## config.mk

```make
export PLATFORM = sky130hd
export DESIGN_NAME = audio_block_statistics
export DESIGN_NICKNAME = d
export VERILOG_FILES = /design/src/sv/abstat_pkg.sv /design/src/sv/abstat_dp.sv /design/src/sv/abstat_ctrl.sv /design/src/sv/audio_block_statistics.sv
export SDC_FILE = /design/constraint.sdc
export NUM_CORES = 1
export LEC_CHECK = 0
export BUFFER_PORTS_ARGS = -buffer_cell sky130_fd_sc_hd__buf_2
export CAP_MARGIN = 20
export CORE_UTILIZATION = 60
export DETAILED_ROUTE_END_ITERATION = 8
export GPL_ROUTABILITY_DRIVEN = 0
export PLACE_DENSITY_LB_ADDON = 0.05
export SYNTH_ARGS = -nofsm -noshare
export SYNTH_HDL_FRONTEND = slang
export SYNTH_SLANG_ARGS = --single-unit
```

## constraint.sdc

```tcl
create_clock -name i_clk -period 22.7 [get_ports i_clk]
set_clock_uncertainty 0.15 [all_clocks]
set_input_delay 1.135 -clock i_clk [delete_from_list [all_inputs] [get_ports i_clk]]
set_output_delay 1.135 -clock i_clk [all_outputs]
set_load 0.02 [all_outputs]
```

## src/sv/abstat_pkg.sv

```systemverilog
// ----------------------------------------------------------------------------
// Audio block statistics package
// Types, constants and width helpers shared by the block's modules.
// ----------------------------------------------------------------------------
`default_nettype none

package abstat_pkg;

    localparam int MAX_SAMPLES_DEF = 2048;

    typedef struct packed {
        logic signed [15:0] sample;
        logic               last;
    } t_in_item;

    typedef struct packed {
        logic [11:0] sample_count;
        logic [15:0] max_magnitude;
        logic [30:0] average_power;
        logic [15:0] average_magnitude;
        logic [10:0] zero_crossings;
    } t_out_item;

    typedef enum logic [3:0] {
        S_ACCUM  = 4'b0001,
        S_LAST   = 4'b0010,
        S_DIVIDE = 4'b0100,
        S_HOLD   = 4'b1000
    } t_state;

    typedef struct packed {
        logic accept;
        logic div_load;
        logic div_step;
        logic mag_step;
        logic out_load;
    } t_dp_cmd;

    typedef struct packed {
        logic out_free;
    } t_dp_status;

    // Bits needed to hold a count of up to max_samples.
    function automatic int cnt_width(input int max_samples);
        return $clog2(max_samples + 1);
    endfunction

    // Bits of the sum of squares: each square is at most 2**30.
    function automatic int sq_width(input int max_samples);
        return 30 + cnt_width(max_samples);
    endfunction

    // Bits of the sum of magnitudes: each magnitude is at most 2**15.
    function automatic int mag_width(input int max_samples);
        return 15 + cnt_width(max_samples);
    endfunction

endpackage

`default_nettype wire

```

## src/sv/abstat_dp.sv

```systemverilog
// ----------------------------------------------------------------------------
// Audio block statistics datapath
// Squaring stage, block accumulators, two restoring dividers and the output
// register.
// ----------------------------------------------------------------------------
`default_nettype none

module abstat_dp import abstat_pkg::*; #(
    parameter int MAX_SAMPLES = MAX_SAMPLES_DEF
) (
    input  wire logic       i_clk,
    input  wire logic       i_rst_n,
    input  wire t_in_item   i_in_data,
    input  wire t_dp_cmd    i_cmd,
    output t_dp_status      o_status,
    output logic            o_out_valid,
    input  wire logic       i_out_ready,
    output t_out_item       o_out_data
);

    localparam int CNT_W = cnt_width(MAX_SAMPLES);
    localparam int SQ_W  = sq_width(MAX_SAMPLES);
    localparam int MAG_W = mag_width(MAX_SAMPLES);

    logic               r_p1_valid;
    logic signed [15:0] r_p1_sample;
    logic [15:0]        r_p1_mag;
    logic [30:0]        r_p1_sq;

    logic [CNT_W-1:0]   r_count, n_count;
    logic [SQ_W-1:0]    r_sq_sum, n_sq_sum;
    logic [MAG_W-1:0]   r_mag_sum, n_mag_sum;
    logic [15:0]        r_peak, n_peak;
    logic [CNT_W-1:0]   r_cross, n_cross;
    logic signed [15:0] r_prev, n_prev;
    logic               r_have, n_have;

    logic [CNT_W-1:0]   r_div;
    logic [SQ_W-1:0]    r_pq;
    logic [MAG_W-1:0]   r_mq;
    logic [CNT_W-1:0]   r_rp;
    logic [CNT_W-1:0]   r_rm;
    logic [15:0]        r_res_peak;
    logic [CNT_W-1:0]   r_res_cross;

    logic               r_out_valid;
    t_out_item          r_out;

    logic [15:0]        w_mag_in;
    logic [31:0]        w_sq_in;
    logic [CNT_W:0]     w_pt, w_pdiff, w_mt, w_mdiff, w_div_ext;
    logic               w_pge, w_mge;

    assign w_mag_in = i_in_data.sample[15] ? 16'(-i_in_data.sample)
                                           : 16'(i_in_data.sample);
    assign w_sq_in  = {16'd0, w_mag_in} * {16'd0, w_mag_in};

    always_ff @(posedge i_clk) begin
        if (!i_rst_n) begin
            r_p1_valid <= 1'b0;
        end else begin
            r_p1_valid <= i_cmd.accept;
        end
        if (i_cmd.accept) begin
            r_p1_sample <= i_in_data.sample;
            r_p1_mag    <= w_mag_in;
            r_p1_sq     <= 31'(w_sq_in);
        end
    end

    always_comb begin
        n_count   = r_count;
        n_sq_sum  = r_sq_sum;
        n_mag_sum = r_mag_sum;
        n_peak    = r_peak;
        n_cross   = r_cross;
        n_prev    = r_prev;
        n_have    = r_have;
        if (r_p1_valid && (r_count != CNT_W'(MAX_SAMPLES))) begin
            n_count   = r_count + 1'b1;
            n_sq_sum  = r_sq_sum + SQ_W'(r_p1_sq);
            n_mag_sum = r_mag_sum + MAG_W'(r_p1_mag);
            if (r_p1_mag > r_peak) begin
                n_peak = r_p1_mag;
            end
            if (r_have && (((r_prev > 0) && (r_p1_sample < 0)) ||
                           ((r_prev < 0) && (r_p1_sample > 0)))) begin
                n_cross = r_cross + 1'b1;
            end
            n_prev = r_p1_sample;
            n_have = 1'b1;
        end
    end

    always_ff @(posedge i_clk) begin
        if (!i_rst_n || i_cmd.div_load) begin
            r_count   <= '0;
            r_sq_sum  <= '0;
            r_mag_sum <= '0;
            r_peak    <= '0;
            r_cross   <= '0;
            r_prev    <= '0;
            r_have    <= 1'b0;
        end else begin
            r_count   <= n_count;
            r_sq_sum  <= n_sq_sum;
            r_mag_sum <= n_mag_sum;
            r_peak    <= n_peak;
            r_cross   <= n_cross;
            r_prev    <= n_prev;
            r_have    <= n_have;
        end
    end

    assign w_div_ext = {1'b0, r_div};
    assign w_pt      = {r_rp, r_pq[SQ_W-1]};
    assign w_pge     = (w_pt >= w_div_ext);
    assign w_pdiff   = w_pt - w_div_ext;
    assign w_mt      = {r_rm, r_mq[MAG_W-1]};
    assign w_mge     = (w_mt >= w_div_ext);
    assign w_mdiff   = w_mt - w_div_ext;

    always_ff @(posedge i_clk) begin
        if (i_cmd.div_load) begin
            r_div       <= n_count;
            r_pq        <= n_sq_sum;
            r_mq        <= n_mag_sum;
            r_rp        <= '0;
            r_rm        <= '0;
            r_res_peak  <= n_peak;
            r_res_cross <= n_cross;
        end else begin
            if (i_cmd.div_step) begin
                r_rp <= w_pge ? w_pdiff[CNT_W-1:0] : w_pt[CNT_W-1:0];
                r_pq <= {r_pq[SQ_W-2:0], w_pge};
            end
            if (i_cmd.mag_step) begin
                r_rm <= w_mge ? w_mdiff[CNT_W-1:0] : w_mt[CNT_W-1:0];
                r_mq <= {r_mq[MAG_W-2:0], w_mge};
            end
        end
    end

    always_ff @(posedge i_clk) begin
        if (!i_rst_n) begin
            r_out_valid <= 1'b0;
        end else if (i_cmd.out_load) begin
            r_out_valid <= 1'b1;
        end else if (i_out_ready) begin
            r_out_valid <= 1'b0;
        end
        if (i_cmd.out_load) begin
            r_out.sample_count      <= 12'(r_div);
            r_out.max_magnitude     <= r_res_peak;
            r_out.average_power     <= (r_div == '0) ? '0 : 31'(r_pq);
            r_out.average_magnitude <= (r_div == '0) ? '0 : 16'(r_mq);
            r_out.zero_crossings    <= 11'(r_res_cross);
        end
    end

    assign o_status.out_free = !r_out_valid || i_out_ready;
    assign o_out_valid       = r_out_valid;
    assign o_out_data        = r_out;

endmodule

`default_nettype wire

```

## src/sv/abstat_ctrl.sv

```systemverilog
// ----------------------------------------------------------------------------
// Audio block statistics controller
// Sequences accumulation, the end-of-block division and the result load.
// ----------------------------------------------------------------------------
`default_nettype none

module abstat_ctrl import abstat_pkg::*; #(
    parameter int MAX_SAMPLES = MAX_SAMPLES_DEF
) (
    input  wire logic       i_clk,
    input  wire logic       i_rst_n,
    input  wire logic       i_in_valid,
    input  wire logic       i_in_last,
    output logic            o_in_ready,
    input  wire t_dp_status i_status,
    output t_dp_cmd         o_cmd
);

    localparam int SQ_W   = sq_width(MAX_SAMPLES);
    localparam int MAG_W  = mag_width(MAX_SAMPLES);
    localparam int STEP_W = $clog2(SQ_W);

    t_state              r_state, n_state;
    logic [STEP_W-1:0]   r_step, n_step;
    logic                w_accept;

    assign o_in_ready = (r_state == S_ACCUM);
    assign w_accept   = i_in_valid && o_in_ready;

    always_comb begin
        n_state        = r_state;
        n_step         = r_step;
        o_cmd          = '0;
        o_cmd.accept   = w_accept;
        unique case (r_state)
            S_ACCUM: begin
                if (w_accept && i_in_last) begin
                    n_state = S_LAST;
                end
            end
            S_LAST: begin
                o_cmd.div_load = 1'b1;
                n_step         = STEP_W'(SQ_W - 1);
                n_state        = S_DIVIDE;
            end
            S_DIVIDE: begin
                o_cmd.div_step = 1'b1;
                o_cmd.mag_step = (r_step < STEP_W'(MAG_W));
                n_step         = r_step - 1'b1;
                if (r_step == '0) begin
                    n_state = S_HOLD;
                end
            end
            S_HOLD: begin
                if (i_status.out_free) begin
                    o_cmd.out_load = 1'b1;
                    n_state        = S_ACCUM;
                end
            end
            default: begin
                n_state = S_ACCUM;
            end
        endcase
    end

    always_ff @(posedge i_clk) begin
        if (!i_rst_n) begin
            r_state <= S_ACCUM;
            r_step  <= '0;
        end else begin
            r_state <= n_state;
            r_step  <= n_step;
        end
    end

endmodule

`default_nettype wire

```

## src/sv/audio_block_statistics.sv

```systemverilog
// ----------------------------------------------------------------------------
// Audio block statistics
// Per-block sample count, peak magnitude, average power, average magnitude
// and zero-crossing count of a stream of signed 16-bit samples.
// ----------------------------------------------------------------------------
// Samples are taken one per cycle while a block is open; after the request
// that carries the last flag, the input stays not ready through the S_LAST
// state, in which the pipeline drains into the dividers, the S_DIVIDE steps
// of the two shared-step restoring dividers, and the S_HOLD state that moves
// the result into the output register, longer if a previous result is still
// waiting to be taken. Samples past MAX_SAMPLES in one block are dropped,
// though their last flag still closes the block.
`default_nettype none

module audio_block_statistics import abstat_pkg::*; #(
    parameter int MAX_SAMPLES = MAX_SAMPLES_DEF
) (
    input  wire logic     i_clk,
    input  wire logic     i_rst_n,
    input  wire logic     i_in_valid,
    output logic          o_in_ready,
    input  wire t_in_item i_in_data,
    output logic          o_out_valid,
    input  wire logic     i_out_ready,
    output t_out_item     o_out_data
);

    t_dp_cmd    w_cmd;
    t_dp_status w_status;

    abstat_ctrl #(
        .MAX_SAMPLES (MAX_SAMPLES)
    ) u_ctrl (
        .i_clk      (i_clk),
        .i_rst_n    (i_rst_n),
        .i_in_valid (i_in_valid),
        .i_in_last  (i_in_data.last),
        .o_in_ready (o_in_ready),
        .i_status   (w_status),
        .o_cmd      (w_cmd)
    );

    abstat_dp #(
        .MAX_SAMPLES (MAX_SAMPLES)
    ) u_dp (
        .i_clk       (i_clk),
        .i_rst_n     (i_rst_n),
        .i_in_data   (i_in_data),
        .i_cmd       (w_cmd),
        .o_status    (w_status),
        .o_out_valid (o_out_valid),
        .i_out_ready (i_out_ready),
        .o_out_data  (o_out_data)
    );

endmodule

`default_nettype wire

```

==> impl_metrics.py <==
metrics = {
    "run_status": {
        "status": "completed",
    },
    "clock_network": {
        "cts_tree": "built",
        "cts_max_path_buffers": 3,
        "cts_resized": 0,
        "cts_hold_buf": 0,
        "cts.clk_slew.worst_paths_ps": 60,
        "clock_sinks": 415,
        "postCtsSetupRepairBufs": 0,
        "insertion_delay_ps": 570,
        "cts_max_level": 2,
        "root_buffer": "clkbuf_16",
        "numCtsBuffers": 44,
    },
    "sta": {
        "final.setup.tns_ps": 0,
        "worst_slew_pin_slew_ps": 1110,
        "final_hold_viol_count": 0,
        "period_share_pct": 39.2,
        "maxSlewViolCount": 0,
        "max_freq_ghz": 0.112,
        "fin_hold_ws_ps": 267,
        "rsz0062_at_grt": "no",
        "period_minus_slack_ps": 8910,
        "setup_viol": 0,
        "fin_ws_ps": 13790,
        "slew-limit-headroom_pct": 26.0,
    },
    "setup_path": {
        "critPathLaunch": "i_in_data[1]",
        "path_max_fanout": 19,
        "start_kind": "input port",
        "worstSetupPathType": "input port to flip-flop",
        "critPathBufInv": 9,
        "timing.rr.start": "u_dp.r_count[0]",
        "worst_path_max_delay_cell": "xnor2_1",
        "worstPathArrival_ps": 9080,
        "crit_family": "adder cells",
        "cpPeakStageDelay_ps": 740,
        "end_kind": "flip-flop",
        "worstPathRequired_ps": 22870,
    },
    "route": {
        "drtPass1Iterations": 5,
        "num_vias": 18600,
        "wl_per_cell_um": 17.0,
        "vias_per_cell": 5.64,
        "drt_iter0_drc": 1237,
        "drc": 0,
        "ant_nets": 0,
        "wl_um": 56000,
    },
    "synth": {
        "yosysMostFrequentCell": "inv_1",
        "seq_area_frac_synth_pct": 41.2,
        "yosysWarnings": 0,
        "yosysTopAreaCell": "edfxtp_1",
        "syn_inst": 2572,
        "netlist_area_sq_mm": 0.0264,
        "netlist_top_cells_area": "edfxtp_1 29%, fa_1 13%, dfxtp_1 12%",
        "synthTopCellsByCount": "312 x inv_1, 256 x nand2_1, 254 x edfxtp_1",
        "yosysTopAreaCellShare_pct": 28.9,
        "ys.flop_type": "edfxtp_1",
        "ys_async_sr_fraction_pct": 0,
        "synth_seq_cells": 415,
        "synth_edf_count": 254,
        "yosysUniqueCellTypes": 78,
        "syn_avg_cell_area_sq_um": 10.3,
    },
    "die": {
        "fp.dieH_um": 212,
        "num_rows": 76,
        "start_util_pct": 61.1,
        "core_area_sq_mm": 0.0432,
        "ios": 109,
        "dieArea_sq_mm": 0.0448,
        "die_w_um": 212,
    },
    "cells_and_area": {
        "fillers": 3476,
        "antenna_cells": 0,
        "syn_to_final_growth_pct": 10.2,
        "drive_above_1_share_pct": 9.02,
        "multiInputGateArea_sq_mm": 0.0141,
        "final_nets": 3047,
        "regArea_sq_mm": 0.0109,
    },
    "global_routing": {
        "grt_use_total_pct": 25.6,
        "grt_max_degree": 79,
        "grt_pass1_wl_um": 91300,
        "grt_pass1_vias": 18300,
        "overflow": 0,
        "antenna_found_initial": 0,
    },
    "run": {
        "max_cap_violations": 0,
    },
    "min_path": {
        "min_from": "u_dp.r_res_peak[7]",
        "hold_path_class": "flip-flop to flip-flop",
    },
    "place": {
        "dpl_worst_slack_ps": 13320,
        "hpwl_um": 42400,
        "io_buffers": 108,
    },
}
per-layer routing:
layer | wire (um) | global-route usage, %
met2 | 27400 | 43.5
met3 | 2930 | 4.02
met5 | 0 | 0
met4 | 1370 | 7.15
met1 | 24300 | 34.1
registers in the layout, summed over array words and instances, names as in the netlist, 11 cells and up:
register and cells:
u_dp.r_div 12, u_dp.o_out_data 86, u_dp.r_mag_sum 27, u_dp.r_pq 42, u_dp.r_p1_sample 15, u_dp.r_mq 27, u_dp.r_prev 16, u_dp.r_rp 12
u_dp.r_res_cross 11, u_dp.r_sq_sum 42, u_dp.r_cross 11, u_dp.r_p1_mag 15, u_dp.r_count 12, u_dp.r_peak 16, u_dp.r_p1_sq 30, u_dp.r_res_peak 16
u_dp.r_rm 12
final cells by class:
cell class / count / area share (%)
sequential: 415 / 37.4
inverter: 319 / 4.12
timing repair buffer: 126 / 2.39
multi-input combinational: 1764 / 48.5
tap: 585 / 2.52
clock buffer: 63 / 4.39
clock inverter: 19 / 0.754
worst paths after layout:
kind	slack, ps	to	cells past startpoint
worst max-delay path	13790	u_dp.r_p1_sq[29]	26
worst min-delay path	270	u_dp.o_out_data[65]	0
worst max register to register	18610	u_dp.r_cross[9]	11
worst min register to register	270	u_dp.o_out_data[65]	0
cells by family (layout without fill, tap and decap cells):
family | after synthesis | after routing | share of synthesized area (%)
other cells | 2 | 11 | 0.0285
flops | 415 | 415 | 41.2
xor+xnor | 137 | 137 | 4.58
simple gates | 757 | 757 | 13.7
fa+ha+maj | 356 | 356 | 21.7
mux | 60 | 60 | 2.37
buf+inv | 402 | 527 | 5.75
compound gates | 443 | 443 | 10.7
layout by cell type (no fill, tap or decap), types with 7 or more instances in the layout:
cell type / instances
a21o_1: 37
edfxtp_1: 254
a31oi_1: 12
fa_1: 168
and2_1: 101
and3_1: 31
nand3_1: 43
clkbuf_1: 12
nand4_1: 24
clkinv_2: 7
clkbuf_16: 47
a21oi_1: 122
a211oi_1: 10
clkinv_1: 8
o31ai_1: 15
a21boi_0: 8
xor2_1: 40
mux2i_1: 40
o21ai_0: 128
nor2_1: 181
nor2b_1: 16
nor4_1: 16
mux2_2: 20
nand2_1: 254
inv_1: 311
nor4b_1: 8
ha_1: 188
nor3_1: 35
dfxtp_1: 161
o21a_1: 14
nand2b_1: 12
conb_1: 11
or3_1: 12
buf_2: 108
buf_4: 17
o21bai_1: 16
xnor2_1: 95
stage by stage:
step	instances	utilization [%]	instance area, sq um
floorplan	2581	-	26400
global placement	3206	63.7	27500
detailed placement	3208	63.8	27500
CTS	3290	67.3	29000
global route	3291	67.3	29000
finish	3291	67.3	29000
worst register-to-register path: stages (launching register included):
cell	delay, ps
dfxtp_1	370
inv_1	80
ha_1	200
nor4b_1	200
a31oi_4	880
buf_4	520
nand2_1	160
a21oi_1	580
and4_1	380
and2_1	160
xor2_1	200
and2_1	140
Power is left out: the tool's default activity adds up to more than one toggle a clock period on the data nets, which glitch-free logic cannot reach.
